==> config.mk <==
export PLATFORM = sky130hd
export DESIGN_NAME = matrix_transpose_with_stats
export DESIGN_NICKNAME = d
export VERILOG_FILES = /design/src/hdl/mtws_pkg.sv /design/src/hdl/mtws_ram.sv /design/src/hdl/matrix_transpose_with_stats.sv
export SDC_FILE = /design/constraint.sdc
export NUM_CORES = 2
export LEC_CHECK = 0
export BUFFER_PORTS_ARGS = -buffer_cell sky130_fd_sc_hd__buf_4
export CELL_PAD_IN_SITES_DETAIL_PLACEMENT = 0
export CELL_PAD_IN_SITES_GLOBAL_PLACEMENT = 2
export CORE_MARGIN = 3
export CORE_UTILIZATION = 45
export DETAILED_ROUTE_END_ITERATION = 8
export PLACE_DENSITY_LB_ADDON = 0.1
export SYNTH_ARGS = -nofsm -noshare
export SYNTH_HDL_FRONTEND = slang
export SYNTH_HIERARCHICAL = 1
export SYNTH_SLANG_ARGS = --single-unit
==> constraint.sdc <==
create_clock -name i_clk -period 7.4 [get_ports i_clk]
set_input_delay 1.48 -clock i_clk [delete_from_list [all_inputs] [get_ports i_clk]]
set_output_delay 1.48 -clock i_clk [all_outputs]
set_load 0.1 [all_outputs]
==> src/hdl/mtws_pkg.sv <==
package mtws_pkg;

    localparam int MAX_DIM    = 8;
    localparam int DATA_WIDTH = 32;

    localparam int ELEM_W  = 32;
    localparam int POS_W   = 3;
    localparam int CNT_W   = 4;
    localparam int PADDR_W = 3;
    localparam int PDATA_W = 32;

    localparam int DIM_W   = (MAX_DIM > 1) ? $clog2(MAX_DIM) : 1;
    localparam int DEPTH   = MAX_DIM * MAX_DIM;
    localparam int ADDR_W  = 2 * DIM_W;

    localparam logic [CNT_W-1:0] COUNT_RESET = 4'd8;

    localparam logic REG_ROW_COUNT = 1'b0;
    localparam logic REG_COL_COUNT = 1'b1;

    function automatic logic [CNT_W-1:0] eff_dim(input logic [CNT_W-1:0] v);
        logic [CNT_W-1:0] r;
        if (v == '0) begin
            r = CNT_W'(1);
        end else if (32'(v) > MAX_DIM) begin
            r = CNT_W'(MAX_DIM);
        end else begin
            r = v;
        end
        return r;
    endfunction

endpackage

==> src/hdl/mtws_ram.sv <==
module mtws_ram #(
    parameter int WIDTH = 32,
    parameter int DEPTH = 64
) (
    input  logic                     i_clk,
    input  logic                     i_we,
    input  logic [$clog2(DEPTH)-1:0] i_waddr,
    input  logic [WIDTH-1:0]         i_wdata,
    input  logic [$clog2(DEPTH)-1:0] i_raddr_a,
    input  logic [$clog2(DEPTH)-1:0] i_raddr_b,
    output logic [WIDTH-1:0]         o_rdata_a,
    output logic [WIDTH-1:0]         o_rdata_b
);

    logic [WIDTH-1:0] mem [DEPTH];

    always_ff @(posedge i_clk) begin
        if (i_we) begin
            mem[i_waddr] <= i_wdata;
        end
        o_rdata_a <= mem[i_raddr_a];
        o_rdata_b <= mem[i_raddr_b];
    end

endmodule

==> src/hdl/matrix_transpose_with_stats.sv <==
// channel  | valid    | stall    | payload
// input    | i_valid  | o_stall  | i_element
// output   | o_valid  | i_stall  | o_out_element, o_is_last, stats and flags
// config   | psel/penable/pwrite, pready tied high | paddr, pwdata, prdata
//
// loading writes each accepted element straight into the store ram
// after the last element: the S_PRIME state waits for the registered ram read, then
// one result per cycle while i_stall is low from the ram read ports, rows*cols results;
// input is stalled meanwhile
// reset: counts go to 8, load restarts at element 0,0; the store is not cleared
// output stall holds the read address, so the result stays on the ports
module matrix_transpose_with_stats (
    input  logic                                 i_clk,
    input  logic                                 i_rst_n,
    input  logic                                 i_valid,
    output logic                                 o_stall,
    input  logic signed [mtws_pkg::ELEM_W-1:0]   i_element,
    output logic                                 o_valid,
    input  logic                                 i_stall,
    output logic signed [mtws_pkg::ELEM_W-1:0]   o_out_element,
    output logic                                 o_is_last,
    output logic [mtws_pkg::POS_W-1:0]           o_min_row,
    output logic [mtws_pkg::POS_W-1:0]           o_min_col,
    output logic [mtws_pkg::POS_W-1:0]           o_max_row,
    output logic [mtws_pkg::POS_W-1:0]           o_max_col,
    output logic                                 o_square_flag,
    output logic                                 o_identity_flag,
    output logic                                 o_symmetric_flag,
    input  logic                                 psel,
    input  logic                                 penable,
    input  logic                                 pwrite,
    input  logic [mtws_pkg::PADDR_W-1:0]         paddr,
    input  logic [mtws_pkg::PDATA_W-1:0]         pwdata,
    output logic [mtws_pkg::PDATA_W-1:0]         prdata,
    output logic                                 pready
);
    import mtws_pkg::*;

    typedef enum logic [2:0] {
        S_LOAD  = 3'b001,
        S_PRIME = 3'b010,
        S_EMIT  = 3'b100
    } t_state;

    t_state r_state, n_state;

    logic [CNT_W-1:0]      r_row_count, r_col_count;
    logic [CNT_W-1:0]      rows_eff, cols_eff;
    logic [DIM_W-1:0]      rows_last, cols_last;

    logic [DIM_W-1:0]      r_ld_row, n_ld_row, r_ld_col, n_ld_col;
    logic [ADDR_W-1:0]     r_ld_addr, n_ld_addr;
    logic                  r_ident, n_ident;
    logic [DIM_W-1:0]      r_ei, n_ei, r_ej, n_ej;
    logic                  r_sym, n_sym;

    logic signed [DATA_WIDTH-1:0] r_min, n_min, r_max, n_max;
    logic [DIM_W-1:0]      r_min_row, n_min_row, r_min_col, n_min_col;
    logic [DIM_W-1:0]      r_max_row, n_max_row, r_max_col, n_max_col;

    logic                  in_take, cfg_wr, last, square, pair_eq;
    logic signed [DATA_WIDTH-1:0] v;
    logic [ADDR_W-1:0]     raddr_a, raddr_b;
    logic [DATA_WIDTH-1:0] rd_a, rd_b;

    assign rows_eff  = eff_dim(r_row_count);
    assign cols_eff  = eff_dim(r_col_count);
    assign rows_last = DIM_W'(rows_eff - CNT_W'(1));
    assign cols_last = DIM_W'(cols_eff - CNT_W'(1));
    assign square    = (rows_eff == cols_eff);

    assign o_stall = (r_state != S_LOAD);
    assign in_take = i_valid && (r_state == S_LOAD);
    assign cfg_wr  = psel && penable && pwrite && pready;
    assign pready  = 1'b1;
    assign v       = i_element[DATA_WIDTH-1:0];

    always_comb begin
        case (paddr[2])
            REG_ROW_COUNT: prdata = PDATA_W'(r_row_count);
            REG_COL_COUNT: prdata = PDATA_W'(r_col_count);
            default:       prdata = '0;
        endcase
    end

    assign last    = (r_state == S_EMIT) && (r_ei == cols_last) && (r_ej == rows_last);
    assign pair_eq = (rd_a == rd_b);

    always_comb begin
        n_state   = r_state;
        n_ld_row  = r_ld_row;
        n_ld_col  = r_ld_col;
        n_ld_addr = r_ld_addr;
        n_ident   = r_ident;
        n_ei      = r_ei;
        n_ej      = r_ej;
        n_sym     = r_sym;
        n_min     = r_min;
        n_max     = r_max;
        n_min_row = r_min_row;
        n_min_col = r_min_col;
        n_max_row = r_max_row;
        n_max_col = r_max_col;
        case (r_state)
            S_LOAD: begin
                if (in_take) begin
                    n_ld_addr = r_ld_addr + ADDR_W'(1);
                    if ((r_ld_row == '0) && (r_ld_col == '0)) begin
                        n_min     = v;
                        n_max     = v;
                        n_min_row = '0;
                        n_min_col = '0;
                        n_max_row = '0;
                        n_max_col = '0;
                    end else begin
                        if (v < r_min) begin
                            n_min     = v;
                            n_min_row = r_ld_row;
                            n_min_col = r_ld_col;
                        end
                        if (r_max < v) begin
                            n_max     = v;
                            n_max_row = r_ld_row;
                            n_max_col = r_ld_col;
                        end
                    end
                    if (r_ld_row == r_ld_col) begin
                        if (v != DATA_WIDTH'(1)) begin
                            n_ident = 1'b0;
                        end
                    end else if (v != '0) begin
                        n_ident = 1'b0;
                    end
                    if (r_ld_col == cols_last) begin
                        n_ld_col = '0;
                        if (r_ld_row == rows_last) begin
                            n_state   = S_PRIME;
                            n_ld_row  = '0;
                            n_ld_addr = '0;
                            n_ei      = '0;
                            n_ej      = '0;
                            n_sym     = 1'b1;
                        end else begin
                            n_ld_row = r_ld_row + DIM_W'(1);
                        end
                    end else begin
                        n_ld_col = r_ld_col + DIM_W'(1);
                    end
                end
                if (cfg_wr) begin
                    n_ld_row  = '0;
                    n_ld_col  = '0;
                    n_ld_addr = '0;
                    n_ident   = 1'b1;
                    n_state   = S_LOAD;
                end
            end
            S_PRIME: begin
                n_state = S_EMIT;
            end
            S_EMIT: begin
                if (!i_stall) begin
                    if (last) begin
                        n_state = S_LOAD;
                        n_ident = 1'b1;
                    end else begin
                        n_sym = r_sym && pair_eq;
                        if (r_ej == rows_last) begin
                            n_ej = '0;
                            n_ei = r_ei + DIM_W'(1);
                        end else begin
                            n_ej = r_ej + DIM_W'(1);
                        end
                    end
                end
            end
            default: begin
                n_state = S_LOAD;
            end
        endcase
    end

    // read addresses follow the next indices so ram data lines up with r_ei/r_ej
    assign raddr_a = ADDR_W'(ADDR_W'(n_ej) * ADDR_W'(cols_eff) + ADDR_W'(n_ei));
    assign raddr_b = ADDR_W'(ADDR_W'(n_ei) * ADDR_W'(cols_eff) + ADDR_W'(n_ej));

    always_ff @(posedge i_clk) begin
        if (!i_rst_n) begin
            r_state     <= S_LOAD;
            r_row_count <= COUNT_RESET;
            r_col_count <= COUNT_RESET;
            r_ld_row    <= '0;
            r_ld_col    <= '0;
            r_ld_addr   <= '0;
            r_ident     <= 1'b1;
            r_ei        <= '0;
            r_ej        <= '0;
            r_sym       <= 1'b1;
        end else begin
            r_state   <= n_state;
            r_ld_row  <= n_ld_row;
            r_ld_col  <= n_ld_col;
            r_ld_addr <= n_ld_addr;
            r_ident   <= n_ident;
            r_ei      <= n_ei;
            r_ej      <= n_ej;
            r_sym     <= n_sym;
            if (cfg_wr) begin
                case (paddr[2])
                    REG_ROW_COUNT: r_row_count <= pwdata[CNT_W-1:0];
                    REG_COL_COUNT: r_col_count <= pwdata[CNT_W-1:0];
                    default: ;
                endcase
            end
        end
    end

    always_ff @(posedge i_clk) begin
        r_min     <= n_min;
        r_max     <= n_max;
        r_min_row <= n_min_row;
        r_min_col <= n_min_col;
        r_max_row <= n_max_row;
        r_max_col <= n_max_col;
    end

    mtws_ram #(
        .WIDTH (DATA_WIDTH),
        .DEPTH (DEPTH)
    ) u_store (
        .i_clk     (i_clk),
        .i_we      (in_take),
        .i_waddr   (r_ld_addr),
        .i_wdata   (v),
        .i_raddr_a (raddr_a),
        .i_raddr_b (raddr_b),
        .o_rdata_a (rd_a),
        .o_rdata_b (rd_b)
    );

    assign o_valid          = (r_state == S_EMIT);
    assign o_out_element    = ELEM_W'(signed'(rd_a));
    assign o_is_last        = last;
    assign o_min_row        = last ? POS_W'(r_min_row) : '0;
    assign o_min_col        = last ? POS_W'(r_min_col) : '0;
    assign o_max_row        = last ? POS_W'(r_max_row) : '0;
    assign o_max_col        = last ? POS_W'(r_max_col) : '0;
    assign o_square_flag    = last && square;
    assign o_identity_flag  = last && square && r_ident;
    assign o_symmetric_flag = last && square && r_sym && pair_eq;

endmodule

-- After elaboration in Yosys (flattened, before gate mapping)
Memories as Yosys holds them, arrays and structs flattened. A register that Yosys moved wholly into a read port is not among the register bits.
Index checks and enable logic that the tools add are counted.
- add/subtract/negate cells: 9
- muxes and demuxes: 65
- bitwise operators: 1
- $mul: 2
- reductions and logical operators: 30
- $lt $le $gt $ge: 4
- equal/unequal tests: 23
- operator list (operator ; count):
    32-bit two-way mux ; 4
    3-bit two-way mux ; 33
    32-bit less-than comparator ; 2
    32-bit one-hot mux with 2 select lines ; 1
    32-bit equality test ; 1
    32-bit by 2-bit != test with 1-bit output (second input constant) ; 1
    32-bit nonzero test ; 1
    6-bit two-way mux ; 4
    4-bit two-way mux ; 4
    3-bit equality test ; 5
    1-bit two-way mux ; 14
    3-bit by 1-bit adder with 3-bit output (second input constant) ; 4
    6-bit by 3-bit adder with 6-bit output ; 2
    3-bit by 4-bit multiplier with 6-bit output ; 2
    3-bit one-hot mux with 2 select lines ; 2
    6-bit AND reduction ; 2
    1-bit logical AND ; 11
    2-bit nonzero test ; 5
    3-bit one-hot mux with 3 select lines ; 1
    3-bit AND reduction ; 3
    4-bit greater-than comparator (second input constant) ; 2
    4-bit logical NOT ; 2
    6-bit by 1-bit adder with 6-bit output (second input constant) ; 1
    3-bit logical NOT ; 2
    other kinds (16) ; 25
- RAM bits: 2048
- memories: 1
- output and inout bits: 83
- bits in registers: 107
- logic and storage cells: 151
- bits of input ports: 74
- memory list (memory ; words ; width ; rd ports ; clocked after Yosys merged registers in ; write ports ; RTL line ; text):
    u_store.mem ; 64 ; 32 ; 2 ; 2 ; 1 ; mtws_ram.sv:15 ; logic [WIDTH-1:0] mem [DEPTH];

-- Longest topological paths before layout
- depth in word-level cells: 12
- mapped depth: 28

-- By module
Netlist, hierarchy kept.
- modules (own cells, without submodules) (module ; cells each ; times used ; area each (um^2) ; seq. area each (um^2)):
    mtws_ram ; 4409 ; 1 ; 95715.5 ; 62780.2
    matrix_transpose_with_stats ; 721 ; 1 ; 7395.8 ; 2902.8

-- Worst setup path before layout
Ideal clock, no wire load.
- path type: reg2reg
- start: register r_row_count[1]
- end: register u_store.o_rdata_b[30], read port of u_store.mem
- period minus slack after synthesis: 6.350 ns
- stages on the path, launching flop included: 27
- buffers on the path: 3
- arrival time: 6.276 ns
- setup time: 0.075 ns
- setup slack: 1.050 ns
- path through: dfxtp_1 -> o21ba_1 -> or2_2 -> ha_1 -> xor2_1 -> or4b_4 -> a211oi_2 -> a41o_1 -> o31ai_4 -> or2_1 -> fa_1 -> inv_1 -> fa_1 -> fa_1 -> a21o_1 -> a21oi_1 -> xnor2_1 -> o21ai_1 -> o31a_1 -> clkbuf_1 -> clkbuf_1 -> nand2_1 -> clkbuf_1 -> o221ai_1 -> a21oi_1 -> o21ai_0 -> o22ai_1
- word-level cells in the longest chain between the ends: 11
- elaborated cells between the ends (all ways): 24
- RTL lines (what ; RTL line ; text):
    start: declaration ; matrix_transpose_with_stats.sv:47 ; logic [CNT_W-1:0] r_row_count, r_col_count;
    start signal: assignment ; matrix_transpose_with_stats.sv:210 ; REG_ROW_COUNT: r_row_count <= pwdata[CNT_W-1:0];
    4-bit greater-than comparator ; mtws_pkg.sv:25 ; end else if (32'(v) > MAX_DIM) begin
    4-bit two-way mux ; mtws_pkg.sv:25 ;
    4-bit two-way mux (*) ; mtws_pkg.sv:23 ; if (v == '0) begin
    3-bit by 1-bit subtractor with 3-bit output (*) ; matrix_transpose_with_stats.sv:68 ; assign rows_last = DIM_W'(rows_eff - CNT_W'(1));
    3-bit equality test, on equally long branches ; matrix_transpose_with_stats.sv:86, matrix_transpose_with_stats.sv:168, matrix_transpose_with_stats.sv:136 ;
    3-bit two-way mux (tied with other cells) ; matrix_transpose_with_stats.sv:168 ; if (r_ej == rows_last) begin
    3-bit two-way mux, on equally long branches ; matrix_transpose_with_stats.sv:163, matrix_transpose_with_stats.sv:134 ;
    3-bit two-way mux, on equally long branches ; matrix_transpose_with_stats.sv:162, matrix_transpose_with_stats.sv:106 ;
    3-bit one-hot mux with 2 select lines ; matrix_transpose_with_stats.sv:104 ; case (r_state)
    3-bit by 4-bit multiplier with 6-bit output ; matrix_transpose_with_stats.sv:185 ; assign raddr_b = ADDR_W'(ADDR_W'(n_ei) * ADDR_W'(cols_eff) + ADDR_W'(n_ej));
    6-bit by 3-bit adder with 6-bit output (*) ; matrix_transpose_with_stats.sv:185 ;
    via raddr_b[5] ; matrix_transpose_with_stats.sv:63 ; logic [ADDR_W-1:0] raddr_a, raddr_b;
    end: declaration ; mtws_ram.sv:12 ; output logic [WIDTH-1:0] o_rdata_b
Mark *: on every way through the listed nets, which the timed path passes. The rest lies on a longest branch.
A chain may end at the register's enable or synchronous reset.

-- Worst setup path after layout
- start: register r_row_count[1]
- end: register u_store.o_rdata_b[9], read port of u_store.mem
The elaborated chain is that of the path after synthesis.

==> flow_summary_export.csv <==
group,metric,value,unit
synthesis,synth_cells,5130,
global_route,track_usage,29.3,%
drt,drc_errors,0,
setup_path,crit_type,"reg2reg",
global_route,antenna_found_initial,27,
sta,worstMarginPinSlew,1310,ps
sta,post-route-period-util,97.2,%
drt,drtAntennaViolNets,0,
setup_path,crit_path_start_kind,"flip-flop",
sta,fmax,139,MHz
setup_path,reg2reg_from,"r_row_count[1]$_SDFFE_PN0P_",
clock_network,clockRootBuffer,"clkbuf_16",
drt,dr_wl_met3,30.2,mm
sta,relSlewSlack,12.2,%
synthesis,synth-edff-count,2124,
die,die_w,485,um
clock_network,cts.hold.buffers_added,0,
setup_path,reg2reg_to,"u_store/o_rdata_b[9]$_DFF_P_",
pwr,ir_drop,0.258,mV
synthesis,synth_ff_type,"edfxtp_1",
global_route,grt_pass1_wl,477,mm
setup_path,crit_path_end_kind,"flip-flop",
setup_path,reg2reg_slack,210,ps
drt,vias_per_cell,6.64,
synthesis,ys_seq_area_share,63.7,%
setup_path,cp_data_required_time,8200,ps
drt,wirelength_met1,141,mm
clock_network,clk_pin_slew,60,ps
synthesis,ys_seq_elements,2219,
clock_network,clock_path_buffers,3,
flow_run,max_cap_viol_count,0,
synthesis,ys_types,80,
clock_network,cts_tree,"yes",
pwr,p_per_area,229,nW/um2
drt,met2_length,164,mm
global_route,grt_overflow,0,
die,die_area,235000,um2
sta,setup_viol,0,
drt,drt_wl_total,345,mm
synthesis,synth_top_cell_by_area,"edfxtp_1",
final_layout,nNetsFinal,5632,
setup_path,ff2ff_path_depth,23,
final_layout,utilization,51.7,%
die,io_pins,157,
synthesis,async_reset_ff_share,0,%
clock_network,htreeDepth,4,
setup_path,arrival,7990,ps
drt,vias,57682,
worst_hold_path,worstHoldPathType,"reg2reg",
sta,final-hold-violation-count,0,
place,numPortBuffers,97,
final_layout,fin_cells,8688,
sta,maxSlewViolCount,0,
die,initial_core_util,45.3,%
drt,highest_layer,"met5",
final_layout,fillCellCount,18166,
pwr,power.leakage,35.8,nW
final_layout,drive_above_1_share,36.5,%
global_route,grt_pass1_vias,58477,
clock_network,clk_latency,880,ps
place,numPlacedInstances,8232,
synthesis,synth.avg_cell_area,20.1,um2
place,gp_congestion,0.880,
drt,wl_per_cell,39.7,um
sta,rsz0062_at_grt,"false",
synthesis,netlist.area_leader.share,61.9,%
clock_network,numCtsBuffers,234,
pwr,total_power,27.0,mW
die,row_count,175,
synthesis,syn_area,103000,um2
worst_hold_path,min_to,"r_state[2]$_SDFFE_PN0P_",
drt,drt_first_pass_iters,5,
synthesis,yosys-top-cells-area,"edfxtp_1 (62%), mux4_2 (25%), mux2i_1 (2.0%), dfxtp_1 (1.8%), ha_1 (1.1%)",
clock_network,clock-sinks,2219,
setup_path,cp_max_fo,24,
clock_network,postCtsSetupRepairBufs,0,
sta,setup_tns,0,ps
die,die_h,485,um
drt,drtIter0Drc,7269,
sta,period_minus_slack,7190,ps
global_route,grt_start_max_net_pins,72,
outcome,status,"finished, final reports clean",
worst_hold_path,min_from,"r_state[0]$_SDFFE_PN1P_",
place,dp_hpwl,214,mm
synthesis,yosys_warnings,6,
worst_hold_path,hold_depth,1,
final_layout,areaGrowthSynthToFinish,14.1,%
die,core_area,228000,um2
sta,fin_skew,32.9,ps
==> worst max path at each step <==
stage                                    endpoint  slack [ps]  cells past startpoint                   startpoint
floorplan           u_store/o_rdata_b[30]$_DFF_P_        1050                     26  r_row_count[1]$_SDFFE_PN0P_
global placement    u_store/o_rdata_b[21]$_DFF_P_         200                     21  r_row_count[1]$_SDFFE_PN0P_
detailed placement  u_store/o_rdata_b[21]$_DFF_P_         160                     21  r_row_count[1]$_SDFFE_PN0P_
CTS                 u_store/o_rdata_b[21]$_DFF_P_         130                     21  r_row_count[1]$_SDFFE_PN0P_
global route        u_store/o_rdata_b[22]$_DFF_P_          50                     25  r_row_count[2]$_SDFFE_PN0P_
finish               u_store/o_rdata_b[9]$_DFF_P_         210                     23  r_row_count[1]$_SDFFE_PN0P_
==> area by class of cell <==
type	instances	area, um2	share of cell area [%]
clock buffer	298	6220	5.28
clock inverter	146	1650	1.40
tap	3009	3760	3.20
sequential	2219	65700	55.8
inverter	90	347	0.294
antenna	12	30.0	0.0255
multi-input combinational	2457	35800	30.4
timing repair buffer	457	4220	3.58
==> cell usage after synthesis, types with 4 or more instances <==
cell type / instances
a211oi_1: 21
a21boi_0: 8
a21o_1: 25
a21oi_1: 80
a221oi_1: 14
a22oi_1: 93
a32oi_1: 9
and2_1: 31
buf_1: 33
buf_2: 109
buf_4: 102
buf_6: 15
clkbuf_1: 132
dfxtp_1: 95
edfxtp_1: 2124
fa_1: 8
ha_1: 91
inv_1: 87
mux2_2: 36
mux2i_1: 210
mux4_2: 1124
nand2_1: 127
nand2b_1: 12
nand3_1: 24
nand3b_1: 6
nand4_1: 26
nor2_1: 123
nor2b_1: 37
nor3_1: 13
nor4_1: 15
o211ai_1: 29
o21ai_0: 47
o21ai_1: 22
o221ai_1: 15
o22ai_1: 53
o31ai_1: 5
o32a_1: 9
or2_2: 4
or3_1: 4
xnor2_1: 49
xor2_1: 12
==> stage by stage <==
step | instance area (um2) | hold WS (ps) | setup slack, ps
after global placement | 110000 | 475 | 195
after global routing | 118000 | 512 | 47.8
after CTS | 118000 | 493 | 132
final | 118000 | 496 | 211
after detailed placement | 110000 | 486 | 161
after floorplan | 103000 | 450 | 1050
==> registers in the layout (all words and copies together), names as in the netlist <==
| name | flops |
|---|---|
| r_ei | 3 |
| r_row_count | 4 |
| r_ld_col | 3 |
| r_min_col | 3 |
| r_max_col | 3 |
| r_state | 3 |
| r_min | 32 |
| r_max_row | 3 |
| r_ld_row | 3 |
| r_sym | 1 |
| r_ej | 3 |
| u_store/o_rdata_b | 32 |
| u_store/mem | 2048 |
| r_col_count | 4 |
| r_min_row | 3 |
| r_ld_addr | 6 |
| r_ident | 1 |
| r_max | 32 |
| u_store/o_rdata_a | 32 |
==> per-layer routing <==
metal  global-route usage, %  vias up
met3                    6.01      482
met2                    46.3     2684
met1                    41.9    31805
li1                        -    22707
met4                    7.95        4
met5                       0        -
==> worst max-delay path, cell delays in order, from the launching register on <==
cell and delay (ps):
dfxtp_1 360, o21ba_1 260, or2_2 310, ha_1 350, xor2_1 190, or4b_4 520, a211oi_4 330, a41o_1 260
o31ai_4 80, or2_1 230, fa_1 530, inv_1 50, fa_1 540, fa_4 570, a21o_1 200, a21oi_1 180
xnor2_1 110, o31a_2 320, buf_12 180, nand3b_1 420, o221ai_1 190, a21oi_1 500, o21ai_1 150, o22ai_1 200
==> what timing repair did <==
item | in CTS | in global routing
hold endpoints to repair | 0 | 0
setup endpoints to repair | 0 | 6
gates resized for setup | 0 | 7
==> cells by family (layout without fill, tap and decap cells) <==
family	Yosys count	in the layout	synth area share, %
buffers and inverters	481	991	2.36
multiplexers	1370	1370	27.0
other	2	41	0.00728
flip-flops	2219	2219	63.7
AND/OR/NAND/NOR	441	441	2.08
XOR/XNOR	65	65	0.607
adder cells (fa/ha/maj)	99	99	1.26
AO/OA/AOI/OAI	453	453	3.00
==> where the power goes <==
part	leakage (nW)	internal, mW	switching [mW]
logic	12.0	0.223	0.714
registers	19.9	13.9	0.0687
clock network	3.82	7.08	5.03
==> cell usage in the layout (no fill, tap or decap), types with 60 or more instances in the layout <==
cell type	Yosys	layout
buf_12	0	63
ha_1	91	87
nor2_1	123	60
dfxtp_1	95	95
edfxtp_1	2124	2124
nor2_4	0	63
mux2i_1	210	210
mux4_2	1124	1124
inv_1	87	86
buf_4	102	394
nand2_1	127	125
a21oi_1	80	77
clkbuf_16	0	236
a22oi_1	93	93
(Power assumes the default switching activity.)
